**config.mk**
```make
export PLATFORM = sky130hd
export DESIGN_NAME = tree_prefix_indent_parser_flat
export DESIGN_NICKNAME = d
export VERILOG_FILES = /design/src/rtl/tpip_pkg.sv /design/src/rtl/tpip_char_if.sv /design/src/rtl/tpip_result_if.sv /design/src/rtl/tpip_step.sv /design/src/rtl/tree_prefix_indent_parser.sv /design/src/flat_wrapper.sv
export SDC_FILE = /design/constraint.sdc
export NUM_CORES = 1
export LEC_CHECK = 0
export BUFFER_PORTS_ARGS = -buffer_cell sky130_fd_sc_hd__buf_2
export CORE_ASPECT_RATIO = 1.2
export CORE_MARGIN = 5
export CORE_UTILIZATION = 62
export DETAILED_ROUTE_END_ITERATION = 16
export GPL_TIMING_DRIVEN = 0
export MAX_ROUTING_LAYER = met4
export PLACE_DENSITY = 0.81
export SYNTH_ARGS = -nofsm -noshare
export SYNTH_HDL_FRONTEND = slang
export SYNTH_SLANG_ARGS = --single-unit
export TNS_END_PERCENT = 30
```
**constraint.sdc**
```tcl
create_clock -name clk -period 5.7 [get_ports clk]
set_input_delay 0.57 -clock clk [delete_from_list [all_inputs] [get_ports clk]]
set_output_delay 0.57 -clock clk [all_outputs]
set_load 0.02 [all_outputs]
```
**src/rtl/tpip_pkg.sv**
```systemverilog
// Shared types and constants for the tree-prefix indent parser.
// No dependencies; the RTL files refer to this package by scoped names, the testbench imports it.
package tpip_pkg;

  // Field widths of the character and result beats
  localparam int CHAR_W   = 21;
  localparam int PREV_W   = 6;
  localparam int INDENT_W = 7;
  localparam int PREFIX_W = 8;

  // Defaults for the top-level parameters
  localparam int TAB_WIDTH_DEF        = 4;
  localparam int MAX_PREFIX_CHARS_DEF = 255;

  // Code points of the prefix glyphs
  localparam logic [CHAR_W-1:0] CP_SPACE  = 21'h00020;
  localparam logic [CHAR_W-1:0] CP_NBSP   = 21'h000A0;
  localparam logic [CHAR_W-1:0] CP_VBAR   = 21'h02502;
  localparam logic [CHAR_W-1:0] CP_TEE    = 21'h0251C;
  localparam logic [CHAR_W-1:0] CP_CORNER = 21'h02514;
  localparam logic [CHAR_W-1:0] CP_HBAR   = 21'h02500;

  typedef enum logic [2:0] {
    ST_START  = 3'd0,
    ST_VLINE  = 3'd1,
    ST_VCONT  = 3'd2,
    ST_BRANCH = 3'd3,
    ST_HLINE  = 3'd4
  } parse_state_t;

  typedef enum logic [2:0] {
    CH_SPACE,
    CH_VBAR,
    CH_BRANCH,
    CH_HBAR,
    CH_OTHER
  } char_class_t;

  // Parser control state handed between the step logic and the top level
  typedef struct packed {
    parse_state_t state;
    logic         marker_seen;
  } parse_ctl_t;

  typedef struct packed {
    logic [INDENT_W-1:0] indent_depth;
    logic                has_marker;
    logic [PREFIX_W-1:0] prefix_chars;
  } result_t;

endpackage

```
**src/rtl/tpip_char_if.sv**
```systemverilog
// Character channel: one code point per beat with end-of-input and previous indent.
// Depends on tpip_pkg for field widths.
interface tpip_char_if;
  logic                         valid;
  logic                         ready;
  logic [tpip_pkg::CHAR_W-1:0]  char_code;
  logic                         end_of_input;
  logic [tpip_pkg::PREV_W-1:0]  previous_indent;

  modport source (output valid, output char_code, output end_of_input,
                  output previous_indent, input ready);
  modport sink   (input valid, input char_code, input end_of_input,
                  input previous_indent, output ready);
endinterface

```
**src/rtl/tpip_result_if.sv**
```systemverilog
// Result channel: one parsed prefix per beat.
// Depends on tpip_pkg for field widths.
interface tpip_result_if;
  logic                          valid;
  logic                          ready;
  logic [tpip_pkg::INDENT_W-1:0] indent_depth;
  logic                          has_marker;
  logic [tpip_pkg::PREFIX_W-1:0] prefix_chars;

  modport source (output valid, output indent_depth, output has_marker,
                  output prefix_chars, input ready);
  modport sink   (input valid, input indent_depth, input has_marker,
                  input prefix_chars, output ready);
endinterface

```
**src/rtl/tpip_step.sv**
```systemverilog
// Next-state and result logic for one character of the tree prefix.
// Depends on tpip_pkg; instantiated by tree_prefix_indent_parser.
module tpip_step #(
  parameter int TAB_WIDTH        = tpip_pkg::TAB_WIDTH_DEF,
  parameter int MAX_PREFIX_CHARS = tpip_pkg::MAX_PREFIX_CHARS_DEF,
  parameter int CNT_W            = $clog2(MAX_PREFIX_CHARS + 1)
) (
  input  tpip_pkg::parse_ctl_t          ctl,
  input  logic [CNT_W-1:0]              count,
  input  logic [tpip_pkg::CHAR_W-1:0]   char_code,
  input  logic                          end_of_input,
  input  logic [tpip_pkg::PREV_W-1:0]   previous_indent,
  output tpip_pkg::parse_ctl_t          ctl_next,
  output logic [CNT_W-1:0]              count_next,
  output logic                          fire,
  output tpip_pkg::result_t             result
);

  localparam int LIM_W    = $clog2(((1 << tpip_pkg::PREV_W) - 1) * TAB_WIDTH + 1);
  localparam int CMP_W    = (CNT_W > LIM_W) ? CNT_W : LIM_W;
  localparam int IND_W    = (CNT_W + 1 > tpip_pkg::INDENT_W) ? CNT_W + 1 : tpip_pkg::INDENT_W;
  localparam int PFX_W    = (CNT_W > tpip_pkg::PREFIX_W) ? CNT_W : tpip_pkg::PREFIX_W;

  // Divide by the tab width with a rounded-up reciprocal; exact for tab widths up to 17
  localparam int RCP_S    = IND_W + 4;
  localparam int RCP_W    = RCP_S + 1;
  localparam int PROD_W   = IND_W + RCP_W;
  localparam logic [RCP_W-1:0] RCP_M = RCP_W'(((1 << RCP_S) + TAB_WIDTH - 1) / TAB_WIDTH);

  tpip_pkg::char_class_t cls;
  tpip_pkg::parse_state_t eff_state;
  tpip_pkg::parse_ctl_t  ctl_work;
  logic [CNT_W-1:0]      cnt_inc;
  logic [LIM_W-1:0]      limit;
  logic [CMP_W-1:0]      cnt_cmp;
  logic [CMP_W-1:0]      lim_cmp;
  logic [CNT_W-1:0]      cols;
  logic [IND_W-1:0]      ind_sum;
  logic [PROD_W-1:0]     ind_prod;
  logic [IND_W-1:0]      ind_quo;
  logic [PFX_W-1:0]      cols_w;

  always_comb begin
    if ((char_code == tpip_pkg::CP_SPACE) || (char_code == tpip_pkg::CP_NBSP)) begin
      cls = tpip_pkg::CH_SPACE;
    end else if (char_code == tpip_pkg::CP_VBAR) begin
      cls = tpip_pkg::CH_VBAR;
    end else if ((char_code == tpip_pkg::CP_TEE) || (char_code == tpip_pkg::CP_CORNER)) begin
      cls = tpip_pkg::CH_BRANCH;
    end else if (char_code == tpip_pkg::CP_HBAR) begin
      cls = tpip_pkg::CH_HBAR;
    end else begin
      cls = tpip_pkg::CH_OTHER;
    end
  end

  // Saturating column count including the current character
  assign cnt_inc = (count < CNT_W'(MAX_PREFIX_CHARS)) ? count + CNT_W'(1) : count;
  assign limit   = LIM_W'(previous_indent) * LIM_W'(TAB_WIDTH);
  assign cnt_cmp = CMP_W'(cnt_inc);
  assign lim_cmp = CMP_W'(limit);

  always_comb begin
    ctl_work  = ctl;
    fire      = 1'b0;
    cols      = '0;
    eff_state = ctl.state;
    if (end_of_input) begin
      fire = 1'b1;
      cols = count;
    end else begin
      // Past the previous line's depth a vertical line turns into continuation
      if ((ctl.state == tpip_pkg::ST_VLINE) && (cnt_cmp > lim_cmp)) begin
        eff_state = tpip_pkg::ST_VCONT;
      end
      ctl_work.state = eff_state;
      unique case (eff_state)
        tpip_pkg::ST_VLINE: begin
          case (cls) inside
            tpip_pkg::CH_SPACE, tpip_pkg::CH_VBAR: ;
            tpip_pkg::CH_BRANCH: ctl_work.state = tpip_pkg::ST_BRANCH;
            default: fire = 1'b1;
          endcase
        end
        tpip_pkg::ST_VCONT: begin
          case (cls)
            tpip_pkg::CH_SPACE: ;
            tpip_pkg::CH_BRANCH: ctl_work.state = tpip_pkg::ST_BRANCH;
            default: begin
              // Rewind to the previous line's depth
              fire = 1'b1;
              cols = (cnt_cmp < lim_cmp) ? cnt_inc : CNT_W'(lim_cmp);
            end
          endcase
        end
        tpip_pkg::ST_BRANCH: begin
          ctl_work.marker_seen = 1'b1;
          case (cls)
            tpip_pkg::CH_HBAR: ctl_work.state = tpip_pkg::ST_HLINE;
            tpip_pkg::CH_SPACE: begin
              fire = 1'b1;
              cols = cnt_inc;
            end
            default: fire = 1'b1;
          endcase
        end
        tpip_pkg::ST_HLINE: begin
          ctl_work.marker_seen = 1'b1;
          case (cls)
            tpip_pkg::CH_HBAR: ;
            tpip_pkg::CH_SPACE: begin
              fire = 1'b1;
              cols = cnt_inc;
            end
            tpip_pkg::CH_BRANCH: fire = 1'b1;
            default: begin
              // Drop the current character from the prefix
              fire = 1'b1;
              cols = cnt_inc - CNT_W'(1);
            end
          endcase
        end
        default: begin
          case (cls)
            tpip_pkg::CH_SPACE: ;
            tpip_pkg::CH_VBAR: ctl_work.state = tpip_pkg::ST_VLINE;
            tpip_pkg::CH_BRANCH: ctl_work.state = tpip_pkg::ST_BRANCH;
            default: fire = 1'b1;
          endcase
        end
      endcase
    end
  end

  assign ind_sum  = IND_W'(cols) + IND_W'(TAB_WIDTH / 2);
  assign ind_prod = PROD_W'(ind_sum) * PROD_W'(RCP_M);
  assign ind_quo  = ind_prod[RCP_S +: IND_W];
  assign cols_w   = PFX_W'(cols);

  assign result.indent_depth = ind_quo[tpip_pkg::INDENT_W-1:0];
  assign result.has_marker   = ctl_work.marker_seen;
  assign result.prefix_chars = cols_w[tpip_pkg::PREFIX_W-1:0];

  // Start a fresh prefix after every result
  always_comb begin
    if (fire) begin
      ctl_next.state       = tpip_pkg::ST_START;
      ctl_next.marker_seen = 1'b0;
      count_next           = '0;
    end else begin
      ctl_next   = ctl_work;
      count_next = cnt_inc;
    end
  end

endmodule

```
**src/rtl/tree_prefix_indent_parser.sv**
```systemverilog
// Top level of the tree-prefix indent parser: input register, parser state, result register.
// Depends on tpip_pkg, tpip_char_if, tpip_result_if and tpip_step.
//
// The parser takes one character beat per clock and returns one result beat whenever a
// tree-drawing prefix ends (normal end, content, error or end of input). Sustained rate is
// one character per cycle while no prefix-ending character waits on a full result register;
// a result is computed from the input register and presented from the result register. The
// rate is set by the loop through the parse state, marker flag and saturating column
// counter. The input register keeps taking beats while a result waits in the output
// register, as long as the waiting character does not itself end a prefix.
module tree_prefix_indent_parser #(
  parameter int TAB_WIDTH        = tpip_pkg::TAB_WIDTH_DEF,
  parameter int MAX_PREFIX_CHARS = tpip_pkg::MAX_PREFIX_CHARS_DEF
) (
  input  logic               clk,
  input  logic               rst,
  tpip_char_if.sink          chars,
  tpip_result_if.source      results
);

  localparam int CNT_W = $clog2(MAX_PREFIX_CHARS + 1);

  // Input register
  logic                          s1_valid;
  logic [tpip_pkg::CHAR_W-1:0]   s1_char;
  logic                          s1_eoi;
  logic [tpip_pkg::PREV_W-1:0]   s1_prev;

  // Parser state
  tpip_pkg::parse_ctl_t          ctl;
  tpip_pkg::parse_ctl_t          ctl_next;
  logic [CNT_W-1:0]              count;
  logic [CNT_W-1:0]              count_next;

  // Result register
  logic                          out_valid;
  tpip_pkg::result_t             out_data;

  logic                          fire;
  tpip_pkg::result_t             step_result;
  logic                          advance;
  logic                          in_accept;

  tpip_step #(
    .TAB_WIDTH        (TAB_WIDTH),
    .MAX_PREFIX_CHARS (MAX_PREFIX_CHARS),
    .CNT_W            (CNT_W)
  ) u_step (
    .ctl             (ctl),
    .count           (count),
    .char_code       (s1_char),
    .end_of_input    (s1_eoi),
    .previous_indent (s1_prev),
    .ctl_next        (ctl_next),
    .count_next      (count_next),
    .fire            (fire),
    .result          (step_result)
  );

  // A character that ends a prefix needs room in the result register
  assign advance   = s1_valid && (!fire || !out_valid || results.ready);
  assign in_accept = chars.valid && chars.ready;

  assign chars.ready = !s1_valid || advance;

  always_ff @(posedge clk) begin
    if (rst) begin
      s1_valid <= 1'b0;
    end else if (in_accept) begin
      s1_valid <= 1'b1;
    end else if (advance) begin
      s1_valid <= 1'b0;
    end
  end

  always_ff @(posedge clk) begin
    if (in_accept) begin
      s1_char <= chars.char_code;
      s1_eoi  <= chars.end_of_input;
      s1_prev <= chars.previous_indent;
    end
  end

  always_ff @(posedge clk) begin
    if (rst) begin
      ctl.state       <= tpip_pkg::ST_START;
      ctl.marker_seen <= 1'b0;
      count           <= '0;
    end else if (advance) begin
      ctl   <= ctl_next;
      count <= count_next;
    end
  end

  always_ff @(posedge clk) begin
    if (rst) begin
      out_valid <= 1'b0;
    end else if (advance && fire) begin
      out_valid <= 1'b1;
    end else if (results.ready) begin
      out_valid <= 1'b0;
    end
  end

  always_ff @(posedge clk) begin
    if (advance && fire) begin
      out_data <= step_result;
    end
  end

  assign results.valid        = out_valid;
  assign results.indent_depth = out_data.indent_depth;
  assign results.has_marker   = out_data.has_marker;
  assign results.prefix_chars = out_data.prefix_chars;

  // The marker is only ever held while walking a horizontal line
  assert property (@(posedge clk) disable iff (rst)
    ctl.marker_seen == (ctl.state == tpip_pkg::ST_HLINE))
    else $error("marker flag out of step with parse state");

  assert property (@(posedge clk) disable iff (rst)
    count <= CNT_W'(MAX_PREFIX_CHARS))
    else $error("column count beyond saturation limit");

  // Every result restarts the parser
  assert property (@(posedge clk) disable iff (rst)
    (advance && fire) |=> (ctl.state == tpip_pkg::ST_START && count == '0 && out_valid))
    else $error("parser did not restart after a result");

  assert property (@(posedge clk) disable iff (rst)
    !chars.ready |-> (s1_valid && fire && out_valid && !results.ready))
    else $error("input stalled without a blocked result");

endmodule

```
**src/flat_wrapper.sv**
```systemverilog
// flat-port wrapper written by rule: the top's interface ports become plain ports
module tree_prefix_indent_parser_flat 
#(
  parameter int TAB_WIDTH        = tpip_pkg::TAB_WIDTH_DEF,
  parameter int MAX_PREFIX_CHARS = tpip_pkg::MAX_PREFIX_CHARS_DEF
)
  (clk, rst, chars_valid, chars_char_code, chars_end_of_input, chars_previous_indent, chars_ready, results_valid, results_indent_depth, results_has_marker, results_prefix_chars, results_ready);
  tpip_char_if chars_i ();
  tpip_result_if results_i ();
  input  logic clk;
  input  logic rst;
  input wire logic [$bits(chars_i.valid)-1:0] chars_valid;
  input wire logic [$bits(chars_i.char_code)-1:0] chars_char_code;
  input wire logic [$bits(chars_i.end_of_input)-1:0] chars_end_of_input;
  input wire logic [$bits(chars_i.previous_indent)-1:0] chars_previous_indent;
  output wire logic [$bits(chars_i.ready)-1:0] chars_ready;
  output wire logic [$bits(results_i.valid)-1:0] results_valid;
  output wire logic [$bits(results_i.indent_depth)-1:0] results_indent_depth;
  output wire logic [$bits(results_i.has_marker)-1:0] results_has_marker;
  output wire logic [$bits(results_i.prefix_chars)-1:0] results_prefix_chars;
  input wire logic [$bits(results_i.ready)-1:0] results_ready;
  assign chars_i.valid = chars_valid;
  assign chars_i.char_code = chars_char_code;
  assign chars_i.end_of_input = chars_end_of_input;
  assign chars_i.previous_indent = chars_previous_indent;
  assign chars_ready = chars_i.ready;
  assign results_valid = results_i.valid;
  assign results_indent_depth = results_i.indent_depth;
  assign results_has_marker = results_i.has_marker;
  assign results_prefix_chars = results_i.prefix_chars;
  assign results_i.ready = results_ready;
  tree_prefix_indent_parser #(.TAB_WIDTH(TAB_WIDTH), .MAX_PREFIX_CHARS(MAX_PREFIX_CHARS)) u_core (.clk(clk), .rst(rst), .chars(chars_i), .results(results_i));
endmodule
```
### After elaboration in Yosys (flattened, before gate mapping)

Cells that the tools add are included.
Widths: inputs -> output; s select.

| storage, ports and cells | value |
|---|---|
| flip-flop bits (word level) | 58 |
| bits of input ports | 32 |
| output and inout bits | 18 |
| logic and storage cells | 86 |

| cells by class | value |
|---|---|
| add/subtract/negate cells | 3 |
| magnitude comparators | 3 |
| equality and inequality tests | 15 |
| mux-type cells | 33 |
| reductions and logical operators | 21 |

Operators by type and width:

| operator | number |
|---|---|
| $eq 21x14->1 const B | 4 |
| $mux 8 | 6 |
| $mux 3 | 9 |
| $pmux 8 s3 | 1 |
| $eq 21x6->1 const B | 1 |
| $eq 21x8->1 const B | 1 |
| $pmux 8 s2 | 1 |
| $eq 3x2->1 const B | 4 |
| $pmux 3 s4 | 1 |
| $mux 1 | 11 |
| $add 8x2->9 const B | 1 |
| $eq 3x1->1 const B | 3 |
| $add 8x1->8 const B | 1 |
| $gt 8x8->1 | 1 |
| $lt 8x8->1 | 1 |
| $lt 8x8->1 const B | 1 |
| $mux 4 | 2 |
| $reduce_or 2->1 | 4 |
| $sub 8x1->8 const B | 1 |
| $pmux 3 s2 | 1 |
| $logic_or 1x1->1 | 5 |
| $logic_and 1x1->1 | 4 |
| $reduce_bool 2->1 | 2 |
| $eq 3x3->1 const B | 1 |
| other kinds (6) | 8 |

### Longest topological paths before layout

| logic depth | value |
|---|---|
| depth in word-level cells | 17 |
| depth in mapped cells | 19 |
| mapped depth without buffers | 17 |

### By module

From an unflattened synthesis, not the netlist that was laid out.

| second synthesis, totals | value |
|---|---|
| cell total of the unflattened synthesis | 337 |
| area, all modules | 3457.1 µm² |

Modules (own cells, without submodules):

| module | times used | cells each | area an instance (µm²) | seq. area each (µm²) |
|---|---|---|---|---|
| tree_prefix_indent_parser | 1 | 106 | 1966.9 | 1601.5 |
| tpip_step | 1 | 231 | 1490.2 | 0.0 |

### Worst setup path before layout

No wires, ideal clock.

| path | value |
|---|---|
| path type | register -> register |
| start | register u_core.count[1] |
| end | register u_core.s1_char[0] (netlist name) (enable) |
| setup time | 387 ps |
| arrival | 3369 ps |
| required time | 5313 ps |
| slack | 1944 ps |
| cell stages (with the launch flop) | 14 |
| buffers on the path | 0 |
| period minus slack after synthesis | 3756 ps |
| path through | dfxtp_1 -> ha_1 -> and2_1 -> nor3_1 -> a21oi_1 -> ha_1 -> a21oi_1 -> o21a_1 -> a21oi_1 -> o21ai_2 -> a211o_1 -> nand2_1 -> nand4b_1 -> and2_1 |

| between the ends | value |
|---|---|
| longest elaborated chain between the ends | 16 |
| elaborated cells on any way between the ends | 20 |
| classes of those cells | add/sub (1); order compare (2); eq/ne (4); mux (5); reduce/logical (8) |

RTL lines:

| what | line | RTL |
|---|---|---|
| start: declaration | tree_prefix_indent_parser.sv:32 | `logic [CNT_W-1:0] count;` |
| start signal: assignment | tree_prefix_indent_parser.sv:91 | `count <= count_next;` |
| $add 8x1->8 / $lt 8x8->1 (equally long branches) | tpip_step.sv:58 | `assign cnt_inc = (count < CNT_W'(MAX_PREFIX_CHARS)) ? count + CNT_W'(1) : count;` |
| $mux 8 (*) | tpip_step.sv:58 |  |
| $gt 8x8->1 (*) | tpip_step.sv:73 | `if ((ctl.state == tpip_pkg::ST_VLINE) && (cnt_cmp > lim_cmp)) begin` |
| $logic_and 1x1->1 (*) | tpip_step.sv:73 |  |
| $mux 3 (*) | tpip_step.sv:73 |  |
| $mux 3 (*) | tpip_step.sv:68 | `if (end_of_input) begin` |
| $eq 3x3->1 / $eq 3x2->1 (equally long branches) | tpip_step.sv:77 | `unique case (eff_state)` |
| $reduce_or 2->1 (no line) | -- |  |
| $pmux 1 s3 (*) | tpip_step.sv:77 |  |
| $mux 1 (*) | tpip_step.sv:68 |  |
| $logic_not 1->1 (*) | tree_prefix_indent_parser.sv:61 | `assign advance = s1_valid && (!fire \|\| !out_valid \|\| results.ready);` |
| $logic_or 1x1->1 (*) (2 in a row) | tree_prefix_indent_parser.sv:61 |  |
| $logic_and 1x1->1 (*) | tree_prefix_indent_parser.sv:61 |  |
| $logic_or 1x1->1 (*) | tree_prefix_indent_parser.sv:64 | `assign chars.ready = !s1_valid \|\| advance;` |
| net chars_ready | flat_wrapper.sv:16 | `output wire logic [$bits(chars_i.ready)-1:0] chars_ready;` |
| $logic_and 1x1->1 (*) | tree_prefix_indent_parser.sv:62 | `assign in_accept = chars.valid && chars.ready;` |
| net u_core.in_accept | tree_prefix_indent_parser.sv:42 | `logic in_accept;` |
| end signal: assignment | tree_prefix_indent_parser.sv:78 | `s1_char <= chars.char_code;` |
| end: declaration | tree_prefix_indent_parser.sv:25 | `logic [tpip_pkg::CHAR_W-1:0] s1_char;` |

Mark *: on every way through the listed nets, which the timed path passes. The rest lies on a longest branch. The select of a mux whose other input is x is not followed.
A chain may end at the register's enable or synchronous reset.

### Worst setup path after layout

| path | value |
|---|---|
| start | register u_core.count[1] |
| end | register u_core.s1_char[19] (netlist name) (enable) |

| between the ends | value |
|---|---|
| longest elaborated chain between the ends | 16 |
| elaborated cells on any way between the ends | 20 |
| classes of those cells | add/sub (1); order compare (2); eq/ne (4); mux (5); reduce/logical (8) |

RTL lines:

| what | line |
|---|---|
| $add 8x1->8 / $lt 8x8->1 (equally long branches) | tpip_step.sv:58 |
| $mux 8 (*) | tpip_step.sv:58 |
| $gt 8x8->1 (*) | tpip_step.sv:73 |
| $logic_and 1x1->1 (*) | tpip_step.sv:73 |
| $mux 3 (*) | tpip_step.sv:73 |
| $mux 3 (*) | tpip_step.sv:68 |
| $eq 3x3->1 / $eq 3x2->1 (equally long branches) | tpip_step.sv:77 |
| $reduce_or 2->1 (no line) | -- |
| $pmux 1 s3 (*) | tpip_step.sv:77 |
| $mux 1 (*) | tpip_step.sv:68 |
| $logic_not 1->1 (*) | tree_prefix_indent_parser.sv:61 |
| $logic_or 1x1->1 (*) (2 in a row) | tree_prefix_indent_parser.sv:61 |
| $logic_and 1x1->1 (*) | tree_prefix_indent_parser.sv:61 |
| $logic_or 1x1->1 (*) | tree_prefix_indent_parser.sv:64 |
| $logic_and 1x1->1 (*) | tree_prefix_indent_parser.sv:62 |
| net u_core.in_accept | tree_prefix_indent_parser.sv:42 |

Marks and branches as above.

==> results.json <==
{
  "die_x_um": 78.5,
  "core_area_um2": 5560,
  "drt_first_iter_violations": 238,
  "start_util_pct": 62.7,
  "max_cap_viol_count": 0,
  "r2r_setup_slack_ps": 1210,
  "critical_path_class": "flip-flop to flip-flop",
  "route.detailed.drc": 0,
  "synthesis.nets": 374,
  "startpoint_type": "flip-flop",
  "nNetsFinal": 434,
  "synth_simple_gate_area_share_pct": 24.9,
  "clock_latency_ps": 340,
  "finalPower_w": 0.000866,
  "timing.rr.end": "u_core.s1_char[19]",
  "max_freq_ghz": 0.223,
  "drive_above_1_share_pct": 25.4,
  "skew_ps": 7.23,
  "finalHoldViolCount": 0,
  "fin_crit_sh_pct": 78.8,
  "synth_mux_area_share_pct": 1.22,
  "cp.arrival_ps": 4440,
  "ctsResizeCount": 0,
  "grt_pass1_vias": 2732,
  "powerDensity_nw_per_um2": 217,
  "endpoint_kind": "flip-flop",
  "critPathMaxFanout": 28,
  "ys_warn_count": 0,
  "required_ps": 5650,
  "cts_buffers": 9,
  "async_flop_share_pct": 0,
  "dp_hpwl_um": 6080,
  "maxSlewHeadroom_pct": 21.2,
  "cts_hold_buf": 0,
  "tightest_slew_ps": 1180,
  "totalWireLength_um": 8060,
  "synth-compound-area-share_pct": 18.3,
  "vias_per_cell": 6.27,
  "synthAdderAreaFrac_pct": 3.88,
  "pin_count": 50,
  "grt_usage_pct": 24.2,
  "ys_types": 76,
  "dieArea_um2": 7230,
  "portBuffers": 49,
  "setup_tns_ps": 0,
  "synth.area.top_cells": "edfxtp_1, dfxtp_1, a21oi_1",
  "detail-route-antenna-nets": 0,
  "via_count": 2889,
  "hp-class": "input port to flip-flop",
  "num_rows": 30,
  "synth_xor_area_share_pct": 2.01,
  "yosysSeqAreaShare_pct": 45.9,
  "wl_per_cell_um": 17.5,
  "multi_input_area_um2": 1760,
  "synth_top_family_by_area": "simple AND/OR/NAND/NOR gates",
  "worst-r2r-cell-count": 13,
  "clockBufferDepth": 2,
  "syn_area_um2": 3490,
  "status": "completed",
  "antenna_cells": 0,
  "routabilityCongestion": 0.970,
  "htreeDepth": 3,
  "die-height_um": 92.1,
  "fillers": 416,
  "post-route-min-period_ps": 4490,
  "ir_drop_v": 0.000193,
  "grt_pass1_wl_um": 13200,
  "rsz0062_at_grt": "no",
  "yosys.area.top_type_share_pct": 37.9,
  "ff_latch_area_um2": 1600,
  "p_leak_nw": 1.46,
  "hp-start": "chars_char_code[10]",
  "synth_edf_count": 44,
  "synth-seq-cells": 58,
  "clockRootBuffer": "clkbuf_8",
  "synth.avg_cell_area_um2": 10.5,
  "reg2reg_from": "u_core.count[1]",
  "yosys.area.top_type": "edfxtp_1",
  "synth-main-ff-cell": "edfxtp_1",
  "setup_viol": 0,
  "clock_sinks": 58,
  "postSynthCellCount": 332,
  "whs_path_depth": 1,
  "dr.pass1.iters": 6,
  "clkTransAtPathRegs_ps": 70,
  "slew_violations": 0,
  "cts_tree": "yes",
  "grt_overflow_total": 0,
  "holdPathEnd": "u_core.s1_char[10]",
  "area_delta_synth_final_pct": 14.4,
  "antenna_found_initial": 0,
  "grt_max_degree": 29,
  "post_cts_buffers": 0
}
## synth_stat cells, drive strengths merged, types with 3 or more instances
| cell | n |
|---|---|
| and3 | 6 |
| nand2b | 5 |
| nand2 | 27 |
| inv | 14 |
| nor3 | 10 |
| o21ai | 8 |
| nand4 | 7 |
| nor2b | 3 |
| clkbuf | 5 |
| nand3 | 22 |
| buf | 9 |
| o31ai | 4 |
| or3 | 4 |
| a31oi | 9 |
| o211ai | 7 |
| edfxtp | 44 |
| nor4b | 4 |
| nand4b | 3 |
| and2 | 5 |
| and4 | 4 |
| a21oi | 36 |
| nor4 | 8 |
| ha | 10 |
| xor2 | 6 |
| dfxtp | 14 |
| nor2 | 20 |
## layout by cell type (no fill, tap or decap), drive strengths merged, types with 3 or more instances in the layout
master,synthesis,routed
xor2,6,6
nor2b,3,3
inv,14,14
dfxtp,14,14
nand2,27,27
nand2b,5,5
clkbuf,5,18
nor2,20,20
o211ai,7,7
a21oi,36,36
nand4b,3,3
nor4,8,8
and2,5,5
edfxtp,44,44
o21ai,8,8
ha,10,10
and4,4,4
nand4,7,7
a31oi,9,9
nand3,22,22
buf,9,58
nor3,10,10
nor4b,4,4
or3,4,4
o31ai,4,4
clkinv,0,3
and3,6,6
## power breakdown
| group | switching (W) | internal [W] |
|---|---|---|
| clock network | 0.000153 | 0.000179 |
| registers | 0.0000103 | 0.000474 |
| logic | 0.0000310 | 0.0000188 |
## worst max-delay path: stages (launching register included)
cell and delay (ps):
dfxtp_1 450, ha_1 310, and2_1 230, a21oi_1 80, a31oi_1 610, ha_1 390
nand4_1 140, o21bai_4 160, a21oi_1 140, o21ai_2 150, a211o_1 220, nand2_1 100
nand4b_1 160, and2_1 940
## metal layers
layer,vias to the layer above,share of wire [%],GRT usage [%]
met5,-,0,-
li1,1397,-,-
met2,104,53,42.8
met1,1366,39,26.5
met3,22,5.5,5.89
met4,0,2.9,8.31
## sequential cells by signal, indices dropped and copies added, names as in the netlist
register,count
u_core.results.has_marker,1
u_core.ctl,4
u_core.results.valid,1
u_core.s1_char,21
u_core.s1_valid,1
u_core.count,8
u_core.s1_eoi,1
u_core.s1_prev,6
u_core.results.prefix_chars,8
u_core.results.indent_depth,7
## kinds of logic (layout without fill, tap and decap cells)
| group | count (synthesis) | after routing |
|---|---|---|
| and+or+nand+nor | 137 | 137 |
| AOI/OAI and AO/OA | 86 | 86 |
| DFF | 58 | 58 |
| buffers and inverters | 28 | 93 |
| adders and majority gates | 11 | 11 |
| xor gates and xnor gates | 8 | 8 |
| muxes | 4 | 4 |
## metrics by stage
step	area, um^2	util [%]	hold slack, ps	worst slack [ps]	cells
after floorplan	3490	-	434	1940	332
after global placement	3810	68.6	452	1180	445
after global routing	3990	71.8	384	852	461
after CTS	3990	71.8	386	1240	461
final	3990	71.8	400	1210	461
after detailed placement	3810	68.7	469	1250	445
## how the worst max path moves through the flow
stage / from / to / cells after the start
2_1_floorplan: u_core.count[1] / u_core.s1_char[0] / 13
3_3_place_gp: u_core.count[1] / u_core.results.prefix_chars[7] / 11
3_5_place_dp: u_core.count[1] / u_core.s1_eoi / 13
4_1_cts: u_core.count[1] / u_core.s1_char[19] / 13
5_1_grt: u_core.count[1] / u_core.s1_char[19] / 13
6_report: u_core.count[1] / u_core.s1_char[19] / 13
## final cells by class
cell class | count | share of cell area [%]
inverters | 14 | 1.32
flip-flops and latches | 58 | 40.2
multi-input cells | 246 | 44.1
repair buffers | 49 | 6.15
clock buffers | 13 | 3.98
clock inverters | 3 | 0.376
well taps | 64 | 2.01
plain buffers | 14 | 1.91
Note: power is estimated with default switching activity, not from simulation.
